==> src/rtl/core/irpd_pkg.sv <==
`default_nettype none

package irpd_pkg;

	localparam int FRAME_BITS_DEF = 32;
	localparam int CNT_W          = 6;
	localparam int CFG_IDX_W      = 3;
	localparam int CFG_DATA_W     = 8;

	localparam logic [1:0] MODE_EDGE = 2'd0;
	localparam logic [1:0] MODE_OVF  = 2'd1;
	localparam logic [1:0] MODE_CLR  = 2'd2;

	localparam logic [1:0] PH_IDLE   = 2'd0;
	localparam logic [1:0] PH_LEADER = 2'd1;
	localparam logic [1:0] PH_DATA   = 2'd2;

	localparam logic [CFG_IDX_W-1:0] CFG_LEAD_MIN = 3'd0;
	localparam logic [CFG_IDX_W-1:0] CFG_LEAD_MAX = 3'd1;
	localparam logic [CFG_IDX_W-1:0] CFG_ZERO_MIN = 3'd2;
	localparam logic [CFG_IDX_W-1:0] CFG_ZERO_MAX = 3'd3;
	localparam logic [CFG_IDX_W-1:0] CFG_ONE_MIN  = 3'd4;
	localparam logic [CFG_IDX_W-1:0] CFG_ONE_MAX  = 3'd5;

	localparam logic [7:0] LEAD_MIN_RST = 8'd175;
	localparam logic [7:0] LEAD_MAX_RST = 8'd216;
	localparam logic [7:0] ZERO_MIN_RST = 8'd13;
	localparam logic [7:0] ZERO_MAX_RST = 8'd19;
	localparam logic [7:0] ONE_MIN_RST  = 8'd28;
	localparam logic [7:0] ONE_MAX_RST  = 8'd37;

	typedef struct packed {
		logic [7:0] lead_min;
		logic [7:0] lead_max;
		logic [7:0] zero_min;
		logic [7:0] zero_max;
		logic [7:0] one_min;
		logic [7:0] one_max;
	} cfg_t;

	function automatic logic in_window(input logic [7:0] v, input logic [7:0] lo,
		input logic [7:0] hi);
		return (v >= lo) && (v <= hi);
	endfunction

endpackage

`default_nettype wire

==> src/rtl/core/irpd_cfg.sv <==
`default_nettype none

module irpd_cfg import irpd_pkg::*; (
	input  wire logic                  clk,
	input  wire logic                  arst_n,
	input  wire logic                  cfg_wr_en,
	input  wire logic [CFG_IDX_W-1:0]  cfg_index,
	input  wire logic [CFG_DATA_W-1:0] cfg_data,
	output cfg_t                       cfg
);

	cfg_t cfg_q;

	always_ff @(posedge clk or negedge arst_n) begin
		if (!arst_n) begin
			cfg_q.lead_min <= LEAD_MIN_RST;
			cfg_q.lead_max <= LEAD_MAX_RST;
			cfg_q.zero_min <= ZERO_MIN_RST;
			cfg_q.zero_max <= ZERO_MAX_RST;
			cfg_q.one_min  <= ONE_MIN_RST;
			cfg_q.one_max  <= ONE_MAX_RST;
		end else if (cfg_wr_en) begin
			unique case (cfg_index)
				CFG_LEAD_MIN: cfg_q.lead_min <= cfg_data;
				CFG_LEAD_MAX: cfg_q.lead_max <= cfg_data;
				CFG_ZERO_MIN: cfg_q.zero_min <= cfg_data;
				CFG_ZERO_MAX: cfg_q.zero_max <= cfg_data;
				CFG_ONE_MIN:  cfg_q.one_min  <= cfg_data;
				CFG_ONE_MAX:  cfg_q.one_max  <= cfg_data;
				default: ;
			endcase
		end
	end

	assign cfg = cfg_q;

endmodule

`default_nettype wire

==> src/rtl/core/ir_pulse_distance_decoder.sv <==
`default_nettype none

// Channel   Handshake              Payload
// in        in_valid / in_ready    mode, interval
// out       out_valid / out_ready  phase, frame_done, check_ok, four frame bytes
// cfg       cfg_wr_en              cfg_index, cfg_data
//
// Each event is registered, decoded from the input register and its result registered in the
// result register, from which it is offered. One event per cycle is sustained while the
// output is not stalled; the decode step between the input register and the result
// register sets that figure.
// Reset loads the default windows and clears the phase, bit count and stored bytes.
// A stalled output holds its result and stops a full input register from advancing.

module ir_pulse_distance_decoder import irpd_pkg::*; #(
	parameter int FRAME_BITS = FRAME_BITS_DEF
) (
	input  wire logic                  clk,
	input  wire logic                  arst_n,
	input  wire logic                  cfg_wr_en,
	input  wire logic [CFG_IDX_W-1:0]  cfg_index,
	input  wire logic [CFG_DATA_W-1:0] cfg_data,
	input  wire logic                  in_valid,
	output logic                       in_ready,
	input  wire logic [1:0]            mode,
	input  wire logic [7:0]            interval,
	output logic                       out_valid,
	input  wire logic                  out_ready,
	output logic [1:0]                 phase,
	output logic                       frame_done,
	output logic                       check_ok,
	output logic [7:0]                 address_low,
	output logic [7:0]                 address_high,
	output logic [7:0]                 command,
	output logic [7:0]                 command_inverse
);

	localparam logic [CNT_W-1:0] FRAME_CNT = CNT_W'(FRAME_BITS);

	cfg_t cfg;

	logic             valid_s1;
	logic [1:0]       mode_s1;
	logic [7:0]       interval_s1;
	logic             advance;

	logic [1:0]       phase_q;
	logic [CNT_W-1:0] cnt_q;
	logic [7:0]       shift_q;
	logic [7:0]       bytes_q [4];

	logic [1:0]       phase_d;
	logic [CNT_W-1:0] cnt_d;
	logic [7:0]       shift_d;
	logic [7:0]       bytes_d [4];
	logic [1:0]       byte_idx;
	logic             done_d;
	logic             ok_d;
	logic             zero_hit;
	logic             one_hit;
	logic             leader_hit;

	logic             valid_s2;
	logic [1:0]       phase_s2;
	logic             done_s2;
	logic             ok_s2;
	logic [7:0]       bytes_s2 [4];

	irpd_cfg u_cfg (
		.clk       (clk),
		.arst_n    (arst_n),
		.cfg_wr_en (cfg_wr_en),
		.cfg_index (cfg_index),
		.cfg_data  (cfg_data),
		.cfg       (cfg)
	);

	assign advance  = !valid_s2 || out_ready;
	assign in_ready = !valid_s1 || advance;

	always_ff @(posedge clk or negedge arst_n) begin
		if (!arst_n) begin
			valid_s1 <= 1'b0;
		end else if (in_ready) begin
			valid_s1 <= in_valid;
		end
	end

	always_ff @(posedge clk) begin
		if (in_ready && in_valid) begin
			mode_s1     <= mode;
			interval_s1 <= interval;
		end
	end

	assign leader_hit = in_window(interval_s1, cfg.lead_min, cfg.lead_max);
	assign zero_hit   = in_window(interval_s1, cfg.zero_min, cfg.zero_max);
	assign one_hit    = in_window(interval_s1, cfg.one_min, cfg.one_max);

	always_comb begin
		phase_d  = phase_q;
		cnt_d    = cnt_q;
		shift_d  = shift_q;
		bytes_d  = bytes_q;
		done_d   = 1'b0;
		byte_idx = 2'd0;
		unique case (mode_s1)
			MODE_OVF: phase_d = PH_IDLE;
			MODE_CLR: bytes_d[2] = 8'd0;
			MODE_EDGE: begin
				unique case (phase_q)
					PH_IDLE: phase_d = PH_LEADER;
					PH_LEADER: begin
						if (leader_hit) begin
							phase_d = PH_DATA;
							cnt_d   = '0;
							shift_d = 8'd0;
						end else begin
							phase_d = PH_IDLE;
						end
					end
					PH_DATA: begin
						shift_d = {1'b0, shift_q[7:1]};
						priority if (zero_hit) begin
							shift_d[7] = 1'b0;
						end else if (one_hit) begin
							shift_d[7] = 1'b1;
						end else begin
							phase_d = PH_IDLE;
						end
						cnt_d    = cnt_q + CNT_W'(1);
						byte_idx = cnt_d[4:3] - 2'd1;
						if (cnt_d[2:0] == 3'd0 && cnt_d != '0) begin
							bytes_d[byte_idx] = shift_d;
							shift_d           = 8'd0;
						end
						if (cnt_d == FRAME_CNT) begin
							done_d  = 1'b1;
							phase_d = PH_IDLE;
							cnt_d   = '0;
						end
					end
					default: ;
				endcase
			end
			default: ;
		endcase
		ok_d = done_d && (bytes_d[3] == ~bytes_d[2]);
	end

	always_ff @(posedge clk or negedge arst_n) begin
		if (!arst_n) begin
			phase_q  <= PH_IDLE;
			cnt_q    <= '0;
			shift_q  <= 8'd0;
			bytes_q  <= '{default: 8'd0};
			valid_s2 <= 1'b0;
		end else if (advance) begin
			valid_s2 <= valid_s1;
			if (valid_s1) begin
				phase_q <= phase_d;
				cnt_q   <= cnt_d;
				shift_q <= shift_d;
				bytes_q <= bytes_d;
			end
		end
	end

	always_ff @(posedge clk) begin
		if (advance && valid_s1) begin
			phase_s2 <= phase_d;
			done_s2  <= done_d;
			ok_s2    <= ok_d;
			bytes_s2 <= bytes_d;
		end
	end

	assign out_valid       = valid_s2;
	assign phase           = phase_s2;
	assign frame_done      = done_s2;
	assign check_ok        = ok_s2;
	assign address_low     = bytes_s2[0];
	assign address_high    = bytes_s2[1];
	assign command         = bytes_s2[2];
	assign command_inverse = bytes_s2[3];

endmodule

`default_nettype wire

==> config.mk <==
export PLATFORM = sky130hd
export DESIGN_NAME = ir_pulse_distance_decoder
export DESIGN_NICKNAME = d
export VERILOG_FILES = /design/src/rtl/core/irpd_pkg.sv /design/src/rtl/core/irpd_cfg.sv /design/src/rtl/core/ir_pulse_distance_decoder.sv
export SDC_FILE = /design/constraint.sdc
export NUM_CORES = 1
export LEC_CHECK = 0
export BUFFER_PORTS_ARGS = -buffer_cell sky130_fd_sc_hd__buf_4
export CORE_UTILIZATION = 40
export CTS_CLUSTER_SIZE = 8
export DETAILED_ROUTE_END_ITERATION = 12
export GPL_TIMING_DRIVEN = 0
export REMOVE_ABC_BUFFERS = 1
export SYNTH_ARGS = -nofsm -noshare
export SYNTH_HDL_FRONTEND = slang
export SYNTH_SLANG_ARGS = --single-unit
==> constraint.sdc <==
create_clock -name clk -period 3 [get_ports clk]
set_clock_uncertainty 0.1 [all_clocks]
set_input_delay 0.45 -clock clk [delete_from_list [all_inputs] [get_ports clk]]
set_output_delay 0.45 -clock clk [all_outputs]
set_load 0.005 [all_outputs]
== Yosys cells after proc, flatten, opt, wreduce, memory -nomap -nowiden ==
Index checks and enable logic that the tools add are counted.

* Register bits: 144
* Output and inout port bits: 38
* Logic and storage cells: 101

* $add $sub $neg: 2
* $lt $le $gt $ge: 8
* Equality and inequality tests: 12
* Multiplexer cells: 27
* Bitwise operators: 2
* Reduce and logical (&&, ||, !) cells: 26

{| class="wikitable"
|+ Operator list
! kind !! count
|-
| $mux W32 || 2
|-
| $bwmux W32 || 1
|-
| $mux W8 || 4
|-
| $pmux W8 S2 || 2
|-
| $ge A8 B8 Y1 || 3
|-
| $le A8 B8 Y1 || 3
|-
| $demux W8 S2 || 1
|-
| $mux W16 || 1
|-
| $reduce_and A2 Y1 || 7
|-
| $mux W6 || 2
|-
| $pmux W6 S2 || 1
|-
| $eq A8 B8 Y1 || 1
|-
| $logic_and A1 B1 Y1 || 8
|-
| $mux W2 || 4
|-
| $not A8 Y8 || 1
|-
| $mux W1 || 7
|-
| $add A6 B1 Y6 const B || 1
|-
| $eq A3 B2 Y1 const B || 2
|-
| $eq A3 B3 Y1 const B || 2
|-
| $eq A6 B6 Y1 const B || 1
|-
| $logic_not A3 Y1 || 2
|-
| $pmux W2 S3 || 1
|-
| $reduce_bool A6 Y1 || 1
|-
| $reduce_and A5 Y1 || 1
|-
| 13 further kinds || 18
|}

== Logic depth before layout (Yosys ltp) ==
Gate-level depths: netlist of run 1.

* Depth in word-level cells: 14
* Gate-level depth with buffers: 11
* Gate-level depth less buffers: 10

== By module ==
A second synthesis of run 1 with hierarchy kept.

* Cell total of the unflattened synthesis: 624
* Area total of the unflattened synthesis: 7,125.6 sq um

{| class="wikitable"
|+ By module, submodules not included
! module !! times used !! cells an instance !! area each (sq um) !! seq. area each (sq um)
|-
| ir_pulse_distance_decoder || 1 || 518 || 5,265.0 || 2,607.5
|-
| irpd_cfg || 1 || 106 || 1,860.5 || 1,228.7
|}

== Least setup slack after synthesis of run 1 ==
No wires, ideal clock.

* Path kind: register to register
* Start point: register u_cfg.cfg_q, in the netlist u_cfg.cfg[40]
* End point: register cnt_q[0]
* Setup time: 128 ps
* Arrival: 2,341 ps
* Path slack: 432 ps
* Stages on the path, launching flop included: 10
* Buffers on the path: 0
* Period minus slack after synthesis: 2,568 ps
* Cell sequence: dfstp_2 > ha_1 > nand2b_1 > a21o_1 > a211oi_1 > o21bai_1 > a2111o_1 > a2bb2oi_2 > nor2_1 > mux2_1

* Cells in the longest elaborated chain, start to end: 4

{| class="wikitable"
|+ Ends and longest elaborated chain
! element !! RTL line !! text
|-
| from (decl) || irpd_cfg.sv:12 || <nowiki>cfg_t cfg_q;</nowiki>
|-
| $ge A8 B8 Y1 || irpd_pkg.sv:43 || <nowiki>return (v >= lo) && (v <= hi);</nowiki>
|-
| $logic_and A1 B1 Y1 || irpd_pkg.sv:43 ||
|-
| $ne A2 B2 Y1 (no line) || n/a ||
|-
| $reduce_and A5 Y1 (no line) || n/a ||
|-
| to (signal assigned) || ir_pulse_distance_decoder.sv:162 || <nowiki>cnt_q <= cnt_d;</nowiki>
|-
| to (decl) || ir_pulse_distance_decoder.sv:48 || <nowiki>logic [CNT_W-1:0] cnt_q;</nowiki>
|}

Every way passes these cells.
A chain may end at the register's enable or synchronous reset.

== Worst setup path in the final report of run 1 ==
* Start point: register interval_s1[1]
* End point: register phase_s2[1] (netlist: phase[1]) (data pin)

* Cells in the longest elaborated chain, start to end: 7

{| class="wikitable"
|+ Ends and longest elaborated chain
! element !! RTL line !! text
|-
| from (decl) || ir_pulse_distance_decoder.sv:44 || <nowiki>logic [7:0] interval_s1;</nowiki>
|-
| from (signal assigned) || ir_pulse_distance_decoder.sv:92 || <nowiki>interval_s1 <= interval;</nowiki>
|-
| $ge A8 B8 Y1 or $le A8 B8 Y1 (tied branches) || irpd_pkg.sv:43 ||
|-
| $logic_and A1 B1 Y1 || irpd_pkg.sv:43 ||
|-
| $mux W2 || ir_pulse_distance_decoder.sv:126 || <nowiki>end else if (one_hit) begin</nowiki>
|-
| $mux W2 || ir_pulse_distance_decoder.sv:124 || <nowiki>priority if (zero_hit) begin</nowiki>
|-
| $mux W2 || ir_pulse_distance_decoder.sv:137 || <nowiki>if (cnt_d == FRAME_CNT) begin</nowiki>
|-
| $pmux W2 S3 (*) || ir_pulse_distance_decoder.sv:111 || <nowiki>unique case (phase_q)</nowiki>
|-
| $pmux W2 S2 (*) || ir_pulse_distance_decoder.sv:107 || <nowiki>unique case (mode_s1)</nowiki>
|-
| named net phase_d[1] || ir_pulse_distance_decoder.sv:52 || <nowiki>logic [1:0] phase_d;</nowiki>
|-
| to (signal assigned) || ir_pulse_distance_decoder.sv:171 || <nowiki>phase_s2 <= phase_d;</nowiki>
|-
| to (decl) || ir_pulse_distance_decoder.sv:64 || <nowiki>logic [1:0] phase_s2;</nowiki>
|}

The timed path passes the listed nets; every way through them passes the cells marked *.

==> reports/results.ini, run 1 <==
[run_status]
outcome = finished with violations
violations = design-rule violations, negative hold slack

[yosys]
ys_types = 56
yosysSeqAreaShare_pct = 54.4
dominantRegCellSynth = dfrtp_1
synth_edf_count = 46
synth.area.top_cells = dfrtp_1, edfxtp_1, ha_1
synth_seq_cells = 143
synth_top_area_cell = dfrtp_1
syn_inst = 638
yosys_warnings = 0
syn_area_mm2 = 0.00705
async_flop_share_pct = 67.8
synth_top_area_share_pct = 26.6
syn_avg_cell_area_um2 = 11.0

[sta]
setup_slack_ns = 0.0459
finalHoldViolCount = 4
max_slew_margin_pct = 34.8
worst_pin_slew_ns = 0.978
final.period_utilization_pct = 98.5
timing.hold.ws_ns = -0.0282
period_minus_slack_ns = 2.95
max_freq_mhz = 339
finalMaxSlewViolations = 0
rsz0062_at_grt = yes
setup_viol = 0

[detailed_routing]
dr.first_iter.drc_count = 254
wl_um = 14900
wl_per_cell_um = 15.6
ant_nets = 0
vias_per_cell = 5.11
remaining_drc_errors = 1
vias = 4884
drt_first_pass_iters = 9

[clock_network]
cts_buffers = 17
cts_num_sinks = 143
clkLatencyLatePin_ns = 0.42
cts_root_buf = clkbuf_16
cts_max_level = 4
cts_tree = done
clockBufferDepth = 2
clkTransAtPathRegs_ns = 0.07
ctsHoldBuffers = 0

[placed_design]
gp_congestion = 0.827
dp_slack_ns = -1.01
io_buffers = 63
dp_hpwl_um = 9920
numPlacedInstances = 911

[floorplan]
core_mm2 = 0.0172
dieWidth_um = 135
io_pins = 64
chipHeight_um = 135
start_util_pct = 40.9
rows = 48
dieArea_mm2 = 0.0182

[finish]
fin_nets = 797
finalNonFillerCells = 956
drive_gt1_share_pct = 26.5
antenna_cells = 0
syn_to_final_growth_pct = 22.0

[worst_setup_path]
startpoint_type = flip-flop
arrival_ns = 3.10
crit_fanout = 6
crit_path_end_kind = flip-flop
crit_type = reg2reg
cp.required_ns = 3.14

[power_and_ir_drop]
powerDensity_mw_per_mm2 = 625
leakage_nw = 3.92
finalPower_mw = 5.38
peakVddDrop_v = 0.000398

[global_routing]
grt_max_degree = 98
grt-ovfl-total = 0
grt_pass1_vias = 4760
grt_usage_pct = 17.4
antenna_found_initial = 0
grt_pass1_wl_um = 24300

[hold_path]
holdCritPathClass = in2async

[run]
drv_cap = 0

[placed cells by master (no fill, tap or decap), types with 8 or more instances in the layout]
cell type / count
a21oi_1: 13
a22o_1: 8
buf_4: 76
clkbuf_16: 17
dfrtp_1: 75
dfstp_2: 22
edfxtp_1: 46
ha_1: 50
inv_1: 55
mux2_1: 14
mux2_2: 28
nand2_1: 122
nand3_1: 8
nand4_1: 8
nor2_1: 19
o21ai_0: 36
o21ai_1: 19
o31ai_1: 10
xnor2_1: 9
[where the power goes]
group / switching [mW] / internal, mW
Combinational: 0.523 / 0.400
Clock: 0.911 / 1.19
Sequential: 0.0968 / 2.26
Total: 1.53 / 3.84
[registers in the layout, summed over array words and instances (netlist names)]
name / cells
address_high: 8
valid_s1: 1
command: 8
u_cfg.cfg: 48
frame_done: 1
check_ok: 1
mode_s1: 2
shift_q: 7
phase: 2
command_inverse: 8
interval_s1: 8
bytes_q: 32
phase_q: 2
out_valid: 1
cnt_q: 6
address_low: 8
[Yosys cell counts (6+ instances only)]
cell type and count:
dfstp_2 22, nand4_1 8, o21ai_1 18, dfrtp_1 75
nand2_1 124, nand3_1 8, clkbuf_1 13, mux2i_2 6
mux2_1 14, ha_1 53, edfxtp_1 46, o31ai_1 11
inv_1 56, a21oi_1 14, o21ai_0 38, xnor2_1 9
nand2b_1 7, a21o_1 7, a22o_1 8, mux2_2 28
nor2_1 19, nor3_1 7
[per-stage QoR]
stage | cell area (um^2) | utilization, % | hold WS [ns] | TNS, ns
global placement | 7730 | 44.8 | 0.351 | -36.76
CTS | 8460 | 49.1 | 0.0885 | 0
floorplan | 6970 | - | 0.0544 | -1.12
finish | 8600 | 49.9 | -0.0282 | 0
detailed placement | 7770 | 45.1 | 0.359 | -10.96
global route | 8600 | 49.9 | 0.0820 | -0.0786
[kinds of logic (layout without fill, tap and decap cells)]
logic type | after synthesis | after routing | synth area share [%]
compound gates | 114 | 115 | 10.3
xor+xnor | 13 | 13 | 1.62
fa+ha+maj | 53 | 53 | 9.41
buf+inv | 75 | 167 | 4.14
flops | 143 | 143 | 54.4
mux | 49 | 49 | 8.20
simple gates | 191 | 191 | 12.0
[timing repair]
action | 4_1_cts | 5_1_grt
endpoints found under the setup margin | 16 | 16
setup buffers | 6 | 5
pin swaps | 2 | 12
cloned | 1 | 0
gates resized for setup | 9 | 16
[per-layer routing]
layer	wire length, um	GRT usage (%)	up-vias
met2	6970	27.7	105
met1	7140	23.7	2368
met5	0	0	-
met4	194	5.62	0
li1	-	-	2398
met3	633	3.72	13
[cell type report]
class,instances,area (um^2)
fillers,1524,8640
well taps,225,282
clock inverters,15,164
repair buffers,78,589
inverters,57,226
clock buffers,17,425
flip-flops and latches,143,3840
multi-input cells,421,3080
[worst max-delay path: stages, from the launching register on]
cell and delay, ns:
edfxtp_1 0.52, buf_4 0.20, ha_4 0.26, nand2_2 0.06
nor3_2 0.21, nor2_1 0.08, a211oi_2 0.32, nor2_1 0.07
or4_1 0.51, a21o_1 0.21, o31ai_4 0.24
[path summary, 6_finish.rpt]
kind,to,slack (ns),startpoint,depth (start not counted)
worst min register to register,bytes_q[21],0.38,bytes_q[21],2
min in group clk,interval_s1[1],0.10,interval[1],1
worst max-delay path,phase[1],0.05,interval_s1[1],10
worst min-delay path,bytes_q[21],-0.03,arst_n,1
max in group asynchronous,u_cfg.cfg[18],2.08,arst_n,1
worst max register to register,phase[1],0.05,interval_s1[1],10
No activity file was read; power rests on OpenSTA's default activity.
==> run 2: changes to the inputs <==
==> constraint.sdc (replaced) <==
create_clock -name clk -period 3.46 [get_ports clk]
set_clock_uncertainty 0.1 [all_clocks]
set_input_delay 0.519 -clock clk [delete_from_list [all_inputs] [get_ports clk]]
set_output_delay 0.519 -clock clk [all_outputs]
set_load 0.005 [all_outputs]
==> run 2 against run 1 <==
Effect of this change:
- the flow finishes with violations (design-rule violations)
- via count fell by 2.1%
- final area fell by 2.3%
- sequential share of layout area rose by 1.0 points
- core utilization fell by 1.1 points
- flip-flop and latch count did not move
- final cell count fell by 1.2%
- fmax fell by 5.5%
- clock power fell by 14%
- count of clock-buffer cells in the layout did not move
- sequential power fell by 14%
==> reports/results.ini, run 2 (same netlist as run 1, synthesis figures left out) <==
[worst_setup_path]
path_buf_inv = 1
startpoint_type = flip-flop
cp.required_ns = 3.66
cpPeakStageDelay_ns = 0.51
crit_path_end_kind = flip-flop
cp_cell_sequence = inv_1 -> ha_1 -> nand2b_1 -> a21o_1 -> a211oi_1 -> o21bai_1 -> a2111o_1 -> a2bb2oi_4 -> nor2_1 -> mux2_1
arrival_ns = 3.32
crit_fanout = 12
crit_family = compound AO/OA/AOI/OAI gates
crit_slowest_cell = a2111o_1
crit_type = reg2reg

[sta]
max_freq_mhz = 320
rsz0062_at_grt = no
timing.hold.ws_ns = 0.0971
max_slew_margin_pct = 39.0
worst_pin_slew_ns = 0.916
final.period_utilization_pct = 90.4
setup_viol = 0
period_minus_slack_ns = 3.13
finalMaxSlewViolations = 0
finalHoldViolCount = 0

[run]
drv_cap = 0

[floorplan]
dieArea_mm2 = 0.0182
start_util_pct = 40.9
io_pins = 64
dieWidth_um = 135
rows = 48
chipHeight_um = 135
core_mm2 = 0.0172

[global_routing]
grt_pass1_vias = 4679
grt_usage_pct = 17.1
antenna_found_initial = 0
grt-ovfl-total = 0
grt_pass1_wl_um = 23900
grt_max_degree = 98

[run_status]
outcome = finished with violations
violations = design-rule violations

[clock_network]
clkTransAtPathRegs_ns = 0.07
cts_num_sinks = 143
clkLatencyLatePin_ns = 0.42
cts_tree = done
cts_buffers = 17
cts_root_buf = clkbuf_16
clockBufferDepth = 2
cts_setup_buffers = 0
cts_max_level = 4

[detailed_routing]
ant_nets = 0
dr.first_iter.drc_count = 311
wl_um = 14600
vias_per_cell = 5.06
remaining_drc_errors = 1
wl_per_cell_um = 15.4
vias = 4782
drt_first_pass_iters = 8

[finish]
largest_reg_flops = 48
layout_commonest_cell = nand2_1
drive_gt1_share_pct = 23.3
final_cell_mix = nand2_1, dfrtp_1, buf_4
finalNonFillerCells = 945
antenna_cells = 0
syn_to_final_growth_pct = 19.2
fin_nets = 786

[hold_path]
holdCritPathClass = in2async

[power_and_ir_drop]
peakVddDrop_v = 0.000369
powerDensity_mw_per_mm2 = 545
switching_share_pct = 28.1
p_clk_share_pct = 39.6
power_switching_mw = 1.29
finalPower_mw = 4.58
seq_power_share_pct = 44.6
leakage_nw = 3.85
p_int_mw = 3.29
pwr-share-comb_pct = 15.8

[placed_design]
io_buffers = 63
dp_hpwl_um = 9920
numPlacedInstances = 911
gp_congestion = 0.827

-- run 2: changes by cell type in the layout (fill, tap and decap cells not counted), sizes merged --
| cell | change |
|---|---|
| buf | -11 |
-- run 2: final timing paths --
check                           slack (ns)  cells after the start            from             end
worst max-delay path                  0.33                     10  interval_s1[0]        cnt_q[0]
worst min-delay path                   0.1                      1          arst_n     bytes_q[21]
worst min register to register        0.37                      2     bytes_q[26]     bytes_q[26]
worst max register to register        0.33                     10  interval_s1[0]        cnt_q[0]
max in group asynchronous             2.54                      1          arst_n    u_cfg.cfg[3]
min in group clk                      0.17                      1     interval[1]  interval_s1[1]
-- run 2: power by group through the flow --
stage | registers [mW] | clock network (mW) | logic (mW)
detailed placement | 2.08 | 0 | 0.697
global placement | 2.07 | 0 | 0.670
global route | 2.07 | 1.94 | 0.834
floorplan | 2.05 | 0 | 0.459
finish | 2.04 | 1.81 | 0.726
CTS | 2.04 | 1.86 | 0.713
-- run 2: routing by layer --
metal / GRT usage (%) / wire length (um)
met5: 0 / 0
met2: 26.9 / 6910
met4: 6.12 / 131
met1: 23.3 / 6970
met3: 3.72 / 582
-- run 2: final cells by class --
| class | instances | area [um^2] |
|---|---|---|
| tap | 225 | 282 |
| fill | 1533 | 8830 |
| timing repair buffer | 67 | 507 |
| sequential | 143 | 3840 |
| clock inverter | 15 | 164 |
| clock buffer | 17 | 425 |
| inverter | 57 | 221 |
| multi-input combinational | 421 | 2970 |
-- run 2: metrics by stage --
step                      worst slack (ns)  utilization (%)  instance area [um^2]  setup TNS [ns]
after floorplan                      0.101                -                  6970               0
after global placement               -1.09             44.8                  7730          -12.35
after detailed placement            -0.618             45.1                  7770           -5.40
after CTS                           0.0586             48.6                  8370               0
after global routing                 0.113             48.8                  8400               0
final                                0.332             48.8                  8400               0
-- run 2: what timing repair did --
item,4_1_cts,5_1_grt
gates cloned,0,1
pin swaps,0,1
setup endpoints to repair,14,3
hold buffers,0,0
resized for setup,2,2
hold endpoints to repair,0,0
